`config.mk`:
```
export PLATFORM = sky130hd
export DESIGN_NAME = saturating_linear_range_mapper_unit
export DESIGN_NICKNAME = d
export VERILOG_FILES = /design/src/rtl/slrm_pkg.sv /design/src/rtl/slrm_gain_div.sv /design/src/rtl/slrm_map_pipe.sv /design/src/rtl/saturating_linear_range_mapper_unit.sv
export SDC_FILE = /design/constraint.sdc
export NUM_CORES = 2
export LEC_CHECK = 0
export BUFFER_PORTS_ARGS = -buffer_cell sky130_fd_sc_hd__buf_2
export CAP_MARGIN = 20
export CORE_UTILIZATION = 50
export CTS_CLUSTER_SIZE = 25
export DETAILED_ROUTE_END_ITERATION = 6
export GPL_TIMING_DRIVEN = 1
export PLACE_DENSITY = 0.71
export SYNTH_ARGS = -nofsm -noshare
export SYNTH_HDL_FRONTEND = slang
export SYNTH_SLANG_ARGS = --single-unit
```
`constraint.sdc`:
```
create_clock -name clock -period 34.7 [get_ports clock]
set_input_delay 6.94 -clock clock [delete_from_list [all_inputs] [get_ports clock]]
set_output_delay 6.94 -clock clock [all_outputs]
set_load 0.005 [all_outputs]
```
`src/rtl/slrm_pkg.sv`:
```
// shared types and constants of the saturating linear range mapper
package slrm_pkg;

   localparam int SAMPLE_W       = 16;
   localparam int SPAN_W         = SAMPLE_W + 1;
   localparam int GAIN_W         = 32;
   localparam int GAIN_FRAC_BITS = 14;
   localparam int DIV_STEPS      = SAMPLE_W + GAIN_FRAC_BITS;
   localparam int PROD_W         = SPAN_W + GAIN_W;
   localparam int SHIFT_W        = PROD_W - GAIN_FRAC_BITS;

   localparam logic signed [SAMPLE_W-1:0] SAT_MAX = 16'sd32767;
   localparam logic signed [SAMPLE_W-1:0] SAT_MIN = -16'sd32767;

   localparam logic signed [SAMPLE_W-1:0] OUT_LOW_RESET  = -16'sd32767;
   localparam logic signed [SAMPLE_W-1:0] OUT_HIGH_RESET = 16'sd32767;
   localparam logic signed [SAMPLE_W-1:0] IN_LOW_RESET   = -16'sd32767;
   localparam logic signed [SAMPLE_W-1:0] IN_HIGH_RESET  = 16'sd32767;
   localparam logic signed [GAIN_W-1:0]   GAIN_RESET     = 32'sd16384;

   typedef enum logic [1:0] {
      CSR_OUT_LOW_END  = 2'd0,
      CSR_OUT_HIGH_END = 2'd1,
      CSR_IN_LOW_END   = 2'd2,
      CSR_IN_HIGH_END  = 2'd3
   } csr_index_type;

   typedef struct packed {
      logic signed [SAMPLE_W-1:0] sample_in;
      logic                       block_end;
   } req_payload_type;

   typedef struct packed {
      logic signed [SAMPLE_W-1:0] sample_out;
      logic                       block_end_out;
   } rsp_payload_type;

   typedef struct packed {
      logic signed [SAMPLE_W-1:0] out_low_end;
      logic signed [SAMPLE_W-1:0] out_high_end;
      logic signed [SAMPLE_W-1:0] in_low_end;
      logic signed [SAMPLE_W-1:0] in_high_end;
   } range_cfg_type;

   typedef struct packed {
      logic busy;
      logic done;
   } div_status_type;

endpackage

```
`src/rtl/slrm_gain_div.sv`:
```
// restoring divider for the q14 gain, one quotient bit per cycle
module slrm_gain_div
   import slrm_pkg::*;
(
   input  logic                     clock,
   input  logic                     reset,
   input  logic                     start,
   input  logic signed [SPAN_W-1:0] out_span,
   input  logic signed [SPAN_W-1:0] in_span,
   output div_status_type           status,
   output logic signed [GAIN_W-1:0] quotient
);

   typedef enum logic {
      ST_IDLE,
      ST_RUN
   } state_type;

   localparam int CNT_W = $clog2(DIV_STEPS);
   localparam logic [CNT_W-1:0] LAST_STEP = CNT_W'(DIV_STEPS - 1);

   state_type                 state_ff, state_in;
   logic [CNT_W-1:0]          count_ff, count_in;
   logic [SPAN_W-1:0]         rem_ff, rem_in;
   logic [DIV_STEPS-1:0]      dividend_ff, dividend_in;
   logic [DIV_STEPS-1:0]      quo_ff, quo_in;
   logic [SPAN_W-1:0]         divisor_ff, divisor_in;
   logic                      neg_ff, neg_in;
   logic                      done_ff, done_in;
   logic signed [GAIN_W-1:0]  result_ff, result_in;

   logic [SPAN_W-1:0]         out_abs;
   logic [SPAN_W-1:0]         in_abs;
   logic [SPAN_W:0]           trial;
   logic                      fits;
   logic [DIV_STEPS-1:0]      quo_next;
   logic signed [GAIN_W-1:0]  quo_wide;

   assign out_abs  = out_span[SPAN_W-1] ? SPAN_W'(-out_span) : SPAN_W'(out_span);
   assign in_abs   = in_span[SPAN_W-1] ? SPAN_W'(-in_span) : SPAN_W'(in_span);
   assign trial    = {rem_ff, dividend_ff[DIV_STEPS-1]};
   assign fits     = trial >= {1'b0, divisor_ff};
   assign quo_next = {quo_ff[DIV_STEPS-2:0], fits};
   assign quo_wide = GAIN_W'($signed({1'b0, quo_next}));

   always_comb begin
      state_in    = state_ff;
      count_in    = count_ff;
      rem_in      = rem_ff;
      dividend_in = dividend_ff;
      quo_in      = quo_ff;
      divisor_in  = divisor_ff;
      neg_in      = neg_ff;
      done_in     = 1'b0;
      result_in   = result_ff;
      if (start) begin
         count_in    = '0;
         rem_in      = '0;
         dividend_in = {out_abs[SAMPLE_W-1:0], {GAIN_FRAC_BITS{1'b0}}};
         quo_in      = '0;
         divisor_in  = in_abs;
         neg_in      = out_span[SPAN_W-1] ^ in_span[SPAN_W-1];
         if (in_abs == '0) begin
            state_in  = ST_IDLE;
            result_in = '0;
            done_in   = 1'b1;
         end else begin
            state_in = ST_RUN;
         end
      end else begin
         unique case (state_ff)
            ST_IDLE: begin
            end
            ST_RUN: begin
               rem_in      = fits ? SPAN_W'(trial - {1'b0, divisor_ff}) : SPAN_W'(trial);
               dividend_in = {dividend_ff[DIV_STEPS-2:0], 1'b0};
               quo_in      = quo_next;
               count_in    = count_ff + 1'b1;
               if (count_ff == LAST_STEP) begin
                  state_in  = ST_IDLE;
                  result_in = neg_ff ? -quo_wide : quo_wide;
                  done_in   = 1'b1;
               end
            end
            default: state_in = ST_IDLE;
         endcase
      end
   end

   always_ff @(posedge clock) begin
      if (reset) begin
         state_ff  <= ST_IDLE;
         done_ff   <= 1'b0;
         result_ff <= GAIN_RESET;
      end else begin
         state_ff  <= state_in;
         done_ff   <= done_in;
         result_ff <= result_in;
      end
      count_ff    <= count_in;
      rem_ff      <= rem_in;
      dividend_ff <= dividend_in;
      quo_ff      <= quo_in;
      divisor_ff  <= divisor_in;
      neg_ff      <= neg_in;
   end

   assign status.busy = (state_ff == ST_RUN);
   assign status.done = done_ff;
   assign quotient    = result_ff;

endmodule

```
`src/rtl/slrm_map_pipe.sv`:
```
// sample register, mapping datapath with saturation, and result register
module slrm_map_pipe
   import slrm_pkg::*;
(
   input  logic                     clock,
   input  logic                     reset,
   input  range_cfg_type            cfg,
   input  logic signed [GAIN_W-1:0] gain,
   input  logic                     hold,
   input  logic                     req_valid,
   output logic                     req_ready,
   input  req_payload_type          req_payload,
   output logic                     rsp_valid,
   input  logic                     rsp_ready,
   output rsp_payload_type          rsp_payload
);

   logic                       s1_valid_ff, s1_valid_in;
   req_payload_type            s1_data_ff;
   logic                       rsp_valid_ff, rsp_valid_in;
   rsp_payload_type            rsp_data_ff;

   logic                       out_free;
   logic                       s1_move;
   logic                       req_fire;

   logic signed [SPAN_W-1:0]   mid_sum;
   logic signed [SPAN_W-1:0]   mid_adj;
   logic signed [SAMPLE_W-1:0] mid;
   logic signed [SPAN_W-1:0]   delta;
   logic signed [PROD_W-1:0]   prod;
   logic signed [SHIFT_W:0]    scaled;
   logic signed [SAMPLE_W-1:0] general;
   logic signed [SAMPLE_W-1:0] mapped;
   rsp_payload_type            rsp_data_in;

   assign out_free  = !rsp_valid_ff || rsp_ready;
   assign s1_move   = s1_valid_ff && out_free;
   assign req_ready = (!s1_valid_ff || out_free) && !hold;
   assign req_fire  = req_valid && req_ready;

   // midpoint, truncated toward zero
   assign mid_sum = SPAN_W'(cfg.out_low_end) + SPAN_W'(cfg.out_high_end);
   assign mid_adj = mid_sum + SPAN_W'(mid_sum[SPAN_W-1]);
   assign mid     = SAMPLE_W'(mid_adj >>> 1);

   // general path: floor((x - in_low) * gain / 2^14) + out_low, saturated
   assign delta  = SPAN_W'(s1_data_ff.sample_in) - SPAN_W'(cfg.in_low_end);
   assign prod   = PROD_W'(delta) * PROD_W'(gain);
   assign scaled = (SHIFT_W + 1)'($signed(prod[PROD_W-1:GAIN_FRAC_BITS]))
                 + (SHIFT_W + 1)'(cfg.out_low_end);

   always_comb begin
      if (scaled > (SHIFT_W + 1)'(SAT_MAX)) begin
         general = SAT_MAX;
      end else if (scaled < (SHIFT_W + 1)'(SAT_MIN)) begin
         general = SAT_MIN;
      end else begin
         general = SAMPLE_W'(scaled);
      end
   end

   always_comb begin
      if (cfg.out_high_end == cfg.out_low_end) begin
         mapped = cfg.out_low_end;
      end else if (cfg.in_high_end == cfg.in_low_end) begin
         mapped = mid;
      end else if (s1_data_ff.sample_in == cfg.in_low_end) begin
         mapped = cfg.out_low_end;
      end else if (s1_data_ff.sample_in == cfg.in_high_end) begin
         mapped = cfg.out_high_end;
      end else begin
         mapped = general;
      end
   end

   assign rsp_data_in.sample_out    = mapped;
   assign rsp_data_in.block_end_out = s1_data_ff.block_end;

   always_comb begin
      if (req_fire) begin
         s1_valid_in = 1'b1;
      end else if (s1_move) begin
         s1_valid_in = 1'b0;
      end else begin
         s1_valid_in = s1_valid_ff;
      end
      if (s1_move) begin
         rsp_valid_in = 1'b1;
      end else if (rsp_ready) begin
         rsp_valid_in = 1'b0;
      end else begin
         rsp_valid_in = rsp_valid_ff;
      end
   end

   always_ff @(posedge clock) begin
      if (reset) begin
         s1_valid_ff  <= 1'b0;
         rsp_valid_ff <= 1'b0;
      end else begin
         s1_valid_ff  <= s1_valid_in;
         rsp_valid_ff <= rsp_valid_in;
      end
      if (req_fire) begin
         s1_data_ff <= req_payload;
      end
      if (s1_move) begin
         rsp_data_ff <= rsp_data_in;
      end
   end

   assign rsp_valid   = rsp_valid_ff;
   assign rsp_payload = rsp_data_ff;

endmodule

```
`src/rtl/saturating_linear_range_mapper_unit.sv`:
```
// top level: range registers, gain divider and two-register mapping pipeline
// a sample beat taken on req passes the sample and result registers to rsp
// throughput: one sample per cycle with a single multiply, while rsp is ready
// a csr write reruns the gain divider (30 steps, one quotient bit per cycle),
// and req is held off from the write cycle until the new gain is loaded
// reset (synchronous): ranges to +/-32767, gain to 16384, pipeline empty
module saturating_linear_range_mapper_unit
   import slrm_pkg::*;
(
   input  logic                clock,
   input  logic                reset,
   input  logic                req_valid,
   output logic                req_ready,
   input  req_payload_type     req_payload,
   output logic                rsp_valid,
   input  logic                rsp_ready,
   output rsp_payload_type     rsp_payload,
   input  logic                csr_valid,
   output logic                csr_ready,
   input  csr_index_type       csr_index,
   input  logic [SAMPLE_W-1:0] csr_wdata
);

   range_cfg_type            cfg_ff, cfg_in;
   logic                     pend_ff, pend_in;
   logic signed [GAIN_W-1:0] gain_ff, gain_in;
   logic                     csr_fire;
   logic signed [SPAN_W-1:0] out_span;
   logic signed [SPAN_W-1:0] in_span;
   div_status_type           div_status;
   logic signed [GAIN_W-1:0] div_quotient;

   assign csr_ready = 1'b1;
   assign csr_fire  = csr_valid && csr_ready;

   always_comb begin
      cfg_in = cfg_ff;
      if (csr_fire) begin
         unique case (csr_index)
            CSR_OUT_LOW_END:  cfg_in.out_low_end  = $signed(csr_wdata);
            CSR_OUT_HIGH_END: cfg_in.out_high_end = $signed(csr_wdata);
            CSR_IN_LOW_END:   cfg_in.in_low_end   = $signed(csr_wdata);
            CSR_IN_HIGH_END:  cfg_in.in_high_end  = $signed(csr_wdata);
            default:          cfg_in = cfg_ff;
         endcase
      end
      pend_in = csr_fire;
      gain_in = div_status.done ? div_quotient : gain_ff;
   end

   always_ff @(posedge clock) begin
      if (reset) begin
         cfg_ff.out_low_end  <= OUT_LOW_RESET;
         cfg_ff.out_high_end <= OUT_HIGH_RESET;
         cfg_ff.in_low_end   <= IN_LOW_RESET;
         cfg_ff.in_high_end  <= IN_HIGH_RESET;
         pend_ff             <= 1'b0;
         gain_ff             <= GAIN_RESET;
      end else begin
         cfg_ff  <= cfg_in;
         pend_ff <= pend_in;
         gain_ff <= gain_in;
      end
   end

   assign out_span = SPAN_W'(cfg_ff.out_high_end) - SPAN_W'(cfg_ff.out_low_end);
   assign in_span  = SPAN_W'(cfg_ff.in_high_end) - SPAN_W'(cfg_ff.in_low_end);

   slrm_gain_div u_gain_div (
      .clock    (clock),
      .reset    (reset),
      .start    (pend_ff),
      .out_span (out_span),
      .in_span  (in_span),
      .status   (div_status),
      .quotient (div_quotient)
   );

   slrm_map_pipe u_map_pipe (
      .clock       (clock),
      .reset       (reset),
      .cfg         (cfg_ff),
      .gain        (gain_ff),
      .hold        (pend_ff || div_status.busy || div_status.done || csr_fire),
      .req_valid   (req_valid),
      .req_ready   (req_ready),
      .req_payload (req_payload),
      .rsp_valid   (rsp_valid),
      .rsp_ready   (rsp_ready),
      .rsp_payload (rsp_payload)
   );

endmodule
```
Word level (Yosys, flattened, before mapping) --
Cells that the tools add are included.
Storage, ports and cells: flip-flop bits (word level) 252, input port bits 40, output and inout bits 20, word-level logic and storage cells 96
Cells by class: add/sub/neg operators 11, multiply operators 1, order comparisons 3, equal/unequal tests 9, mux-type cells 28, bitwise logic cells 1, reduce and logical (&&, ||, !) cells 22
Operator list (count):
- $mux 32 | 5
- $mux 16 | 7
- $eq 16x16->1 | 4
- $mux 30 | 2
- $sub 16x16->17 | 3
- $mul 17x32->49 | 1
- $add 35x16->36 | 1
- $gt 36x16->1 const B | 1
- $lt 36x16->1 const B | 1
- $mux 17 | 2
- $neg 30->32 | 1
- $ge 18x17->1 | 1
- $add 16x16->17 | 1
- $add 17x1->17 | 1
- $logic_not 17->1 | 1
- $neg 17->17 | 1
- $sub 17x17->17 | 1
- $neg 16->16 | 1
- $mux 1 | 12
- $reduce_and 2->1 | 4
- $reduce_bool 2->1 | 4
- $add 5x1->5 const B | 1
- $eq 5x5->1 const B | 1
- $logic_or 1x1->1 | 5
- other kinds (8) | 13

Depth between registers and ports, before layout --
depth after elaboration 10, mapped depth 54, gate-level depth less buffers 51

Modules after synthesis --
A second synthesis with hierarchy kept.
Unflattened totals: cell total of the unflattened synthesis 4137, area, all modules 35970.7 um2
Modules (own cells, without submodules):
- slrm_map_pipe | times used 1, cells each 2774, area each 24133.1 um2, sequential area each 1061.0 um2
- slrm_gain_div | times used 1, cells each 698, area each 6556.3 um2, sequential area each 2722.6 um2
- saturating_linear_range_mapper_unit | times used 1, cells each 665, area each 5281.3 um2, sequential area each 1941.9 um2

Worst setup path before layout --
OpenSTA, ideal clock, no wires.
path kind input port to output port, start point in rsp_ready, end point out req_ready, data arrival time 7.539 ns, data required time 27.760 ns, slack 20.221 ns, cell stages on the path 2, path buffers 0, path through nor2b_1 > a2111oi_0
On the way: longest elaborated chain between the ends 3
RTL lines:
- from (decl) | RTL line saturating_linear_range_mapper_unit.sv:16 | input logic rsp_ready,
- $logic_or 1x1->1 | RTL line slrm_map_pipe.sv:37 | assign out_free = !rsp_valid_ff || rsp_ready;
- $logic_or 1x1->1 | RTL line slrm_map_pipe.sv:39 | assign req_ready = (!s1_valid_ff || out_free) && !hold;
- $logic_and 1x1->1 | RTL line slrm_map_pipe.sv:39
- to (decl) | RTL line saturating_linear_range_mapper_unit.sv:13 | output logic req_ready,
Every way passes these cells.

Worst setup path in the final report --
Same ends and word-level chain as after synthesis.

==> flow_summary.yaml <==
cells_and_area:
  regArea_um2: 5730
  nets: 4889
  drive_above_1_share_pct: 5.65
  num-fill-cells: 6554
  finish.instance_area_um2: 37700
  multiInputGateArea_um2: 26800
  area_delta_synth_final_pct: 5.38
timing:
  rsz0062_at_grt: "no"
  fin_crit_ns: 14.78
  finClkSkew_ns: 0.0368
  hold_viol: 0
  report.final.slew_viol_count: 0
  tightest_slew_ns: 1.10
  finalCritPeriodShare_pct: 42.6
  setup_viol: 0
  final.setup.tns_ns: 0
  timing.fmax_ghz: 0.0677
  maxSlewHeadroom_pct: 26.9
  fin_ws_ns: 19.92
drt:
  num_vias: 28259
  vias_per_cell: 5.59
  drt_iter0_markers: 1945
  drcViolationCount: 0
  ant_nets: 0
  drt-total-wl_mm: 92.8
  routedWlPerCell_um: 18.4
  first_pass_iters: 5
synth:
  yosysWarnings: 0
  syn_nets: 4973
  synth-main-ff-cell: "dfxtp_1"
  synth_edf_count: 68
  synthCells: 4173
  synthArstFlopShare_pct: 0
  synth_top_area_share_pct: 29.4
  synth_top_area_cell: "fa_1"
  synth-seq-cells: 252
  synth-seq-area-share_pct: 16.0
  synth_area_um2: 35800
  avgSynthCellArea_um2: 8.57
  synthTopCellsByArea: "fa_1, dfxtp_1, ha_1"
  ys_types: 94
floorplanning:
  start_util_pct: 50.8
  die_h_um: 269
  core_um2: 70400
  io_pins: 60
  fp.dieArea_um2: 72600
  floorplan.rows: 97
  dieWidth_um: 269
critical_path:
  worst-setup-path-type: "input port to primary output"
  ff2ff_setup_slack_ns: 20.32
  cp_max_fo: 4
  startpoint_type: "input port"
  end_kind: "primary output"
  cp.required_ns: 27.76
  cp.arrival_ns: 7.84
global_routing:
  grtUsageTotal_pct: 26.2
  grt_pass1_vias: 28329
  grt_max_degree: 71
  overflow: 0
  grt_pass1_wl_mm: 153
  antenna_found_initial: 6
clock_tree:
  path_clk_slew_ns: 0.08
  postCtsSetupBuffers: 0
  cts_resized: 0
  cts_hold_buf: 0
  clkSinkCount: 252
  clk-insertion-delay-late_ns: 0.57
  cts_buffers: 27
  cts_tree: "done"
  htree_levels: 1
  root_buffer: "clkbuf_16"
  cts.path.max_buffers: 3
status:
  status: "complete, no violations"
placement:
  portBuffers: 58
  place_area_um2: 36800
  dpl.hpwl_mm: 71.2
  gp_congestion: 0.926
  dp_slack_ns: 19.98
power_and_ir_drop:
  p_leak_uw: 0.0172
  power.density_nw_per_um2: 28.8
  irDropWorstVdd_v: 0.0000521
job:
  cap_violations: 0
worst_hold_path:
  holdCritPathClass: "flip-flop to flip-flop"
## metrics by stage
step                      power [uW]  utilization [%]  cells  hold slack [ns]
after detailed placement         793             52.3   4998            0.430
after global routing            1150             53.5   5051            0.455
after CTS                       1080             53.5   5047            0.447
after floorplan                  672                -   4173            0.400
final                           1080             53.5   5051            0.447
after global placement           787             52.3   4998            0.405
## cells in the mapped netlist (90+ instances only)
master and instances:
dfxtp_1 184, and2_1 156, nor2_1 247, ha_1 234, nand2_1 589, xnor2_1 134
clkbuf_1 181, a21oi_1 170, inv_1 674, o21ai_0 90, fa_1 526, nor2b_1 96
## cells in the final DEF (no fill, tap or decap), types with 13 or more instances in the layout
| cell | Yosys | final |
|---|---|---|
| inv_1 | 674 | 673 |
| nand2_1 | 589 | 589 |
| fa_1 | 526 | 526 |
| nor2_1 | 247 | 244 |
| ha_1 | 234 | 234 |
| dfxtp_1 | 184 | 181 |
| a21oi_1 | 170 | 170 |
| and2_1 | 156 | 156 |
| xnor2_1 | 134 | 125 |
| nor2b_1 | 96 | 95 |
| o21ai_0 | 90 | 90 |
| edfxtp_1 | 68 | 68 |
| mux2i_1 | 67 | 67 |
| xor2_1 | 68 | 65 |
| nand3_1 | 63 | 63 |
| buf_2 | 6 | 59 |
| nor3_1 | 53 | 53 |
| a21o_1 | 47 | 47 |
| nand4_1 | 38 | 38 |
| buf_4 | 2 | 36 |
| o21a_1 | 34 | 34 |
| or3_1 | 29 | 29 |
| clkbuf_16 | 0 | 28 |
| or2_2 | 24 | 24 |
| a211oi_1 | 21 | 21 |
| o31ai_1 | 21 | 21 |
| a31oi_1 | 20 | 20 |
| nand2b_1 | 19 | 19 |
| and3_1 | 18 | 18 |
| nor4_1 | 18 | 18 |
| o211ai_1 | 17 | 17 |
| o21ai_1 | 17 | 17 |
| a311oi_1 | 15 | 15 |
| o21bai_1 | 13 | 13 |
## cell type report
cell class	count	area share [%]
Antenna cell	2	0.0133
Tap cell	940	3.12
Multi-Input combinational cell	3038	71.1
Clock inverter	12	0.209
Clock buffer	37	2.08
Timing Repair Buffer	95	1.50
Sequential cell	252	15.2
Inverter	675	6.72
## cell families (layout without fill, tap and decap cells)
kind of cell | Yosys count | count (layout) | synth area share [%]
AOI/OAI and AO/OA | 593 | 593 | 11.1
xor gates and xnor gates | 205 | 205 | 5.08
adders and majority gates | 760 | 760 | 37.6
buffers and inverters | 883 | 819 | 9.35
DFF | 252 | 252 | 16.0
muxes | 72 | 72 | 2.03
other | 1 | 3 | 0.0105
and+or+nand+nor | 1407 | 1407 | 18.8
## worst max-delay path, cell delays in order
cell	delay, ns
buf_2	0.08
nor2b_1	0.07
a2111oi_0	0.54
buf_2	0.21
## registers in the layout, summed over array words and instances, names as in the netlist
signal	cells
u_map_pipe.s1_data_ff	16
cfg_ff	64
gain_ff	32
u_gain_div.quo_ff	29
u_map_pipe.rsp_valid	1
u_gain_div.neg_ff	1
u_gain_div.state_ff	1
u_gain_div.rem_ff	17
u_gain_div.count_ff	5
u_map_pipe.rsp_data_in	1
u_map_pipe.rsp_payload	17
u_gain_div.divisor_ff	17
u_gain_div.dividend_ff	16
u_map_pipe.s1_valid_ff	1
pend_ff	1
u_gain_div.quotient	32
u_gain_div.done_ff	1
## per-layer routing
layer / global-route usage (%) / part of all wire [%]
met1: 36.5 / 44
met2: 42.7 / 46
met3: 3.76 / 7.2
met4: 6.82 / 3.0
met5: 0 / 0
## power breakdown
group,total [uW],internal [uW],leakage (uW),switching [uW]
sequential,333,319,0.00211,13.5
clock,286,159,0.000435,128
combinational,465,172,0.0146,293
total,1080,651,0.0172,434
## worst paths after layout
kind                                                     startpoint                                   to  cells after the start
worst min register to register  u_map_pipe.rsp_data_in[0]$_DFFE_PP_  u_map_pipe.rsp_payload[0]$_DFFE_PP_                      0
worst max-delay path                                      rsp_ready                            req_ready                      4
worst max register to register   u_map_pipe.s1_data_ff[1]$_DFFE_PP_  u_map_pipe.rsp_payload[4]$_DFFE_PP_                     50
worst min-delay path            u_map_pipe.rsp_data_in[0]$_DFFE_PP_  u_map_pipe.rsp_payload[0]$_DFFE_PP_                      0
No activity file was read; power rests on OpenSTA's default activity.
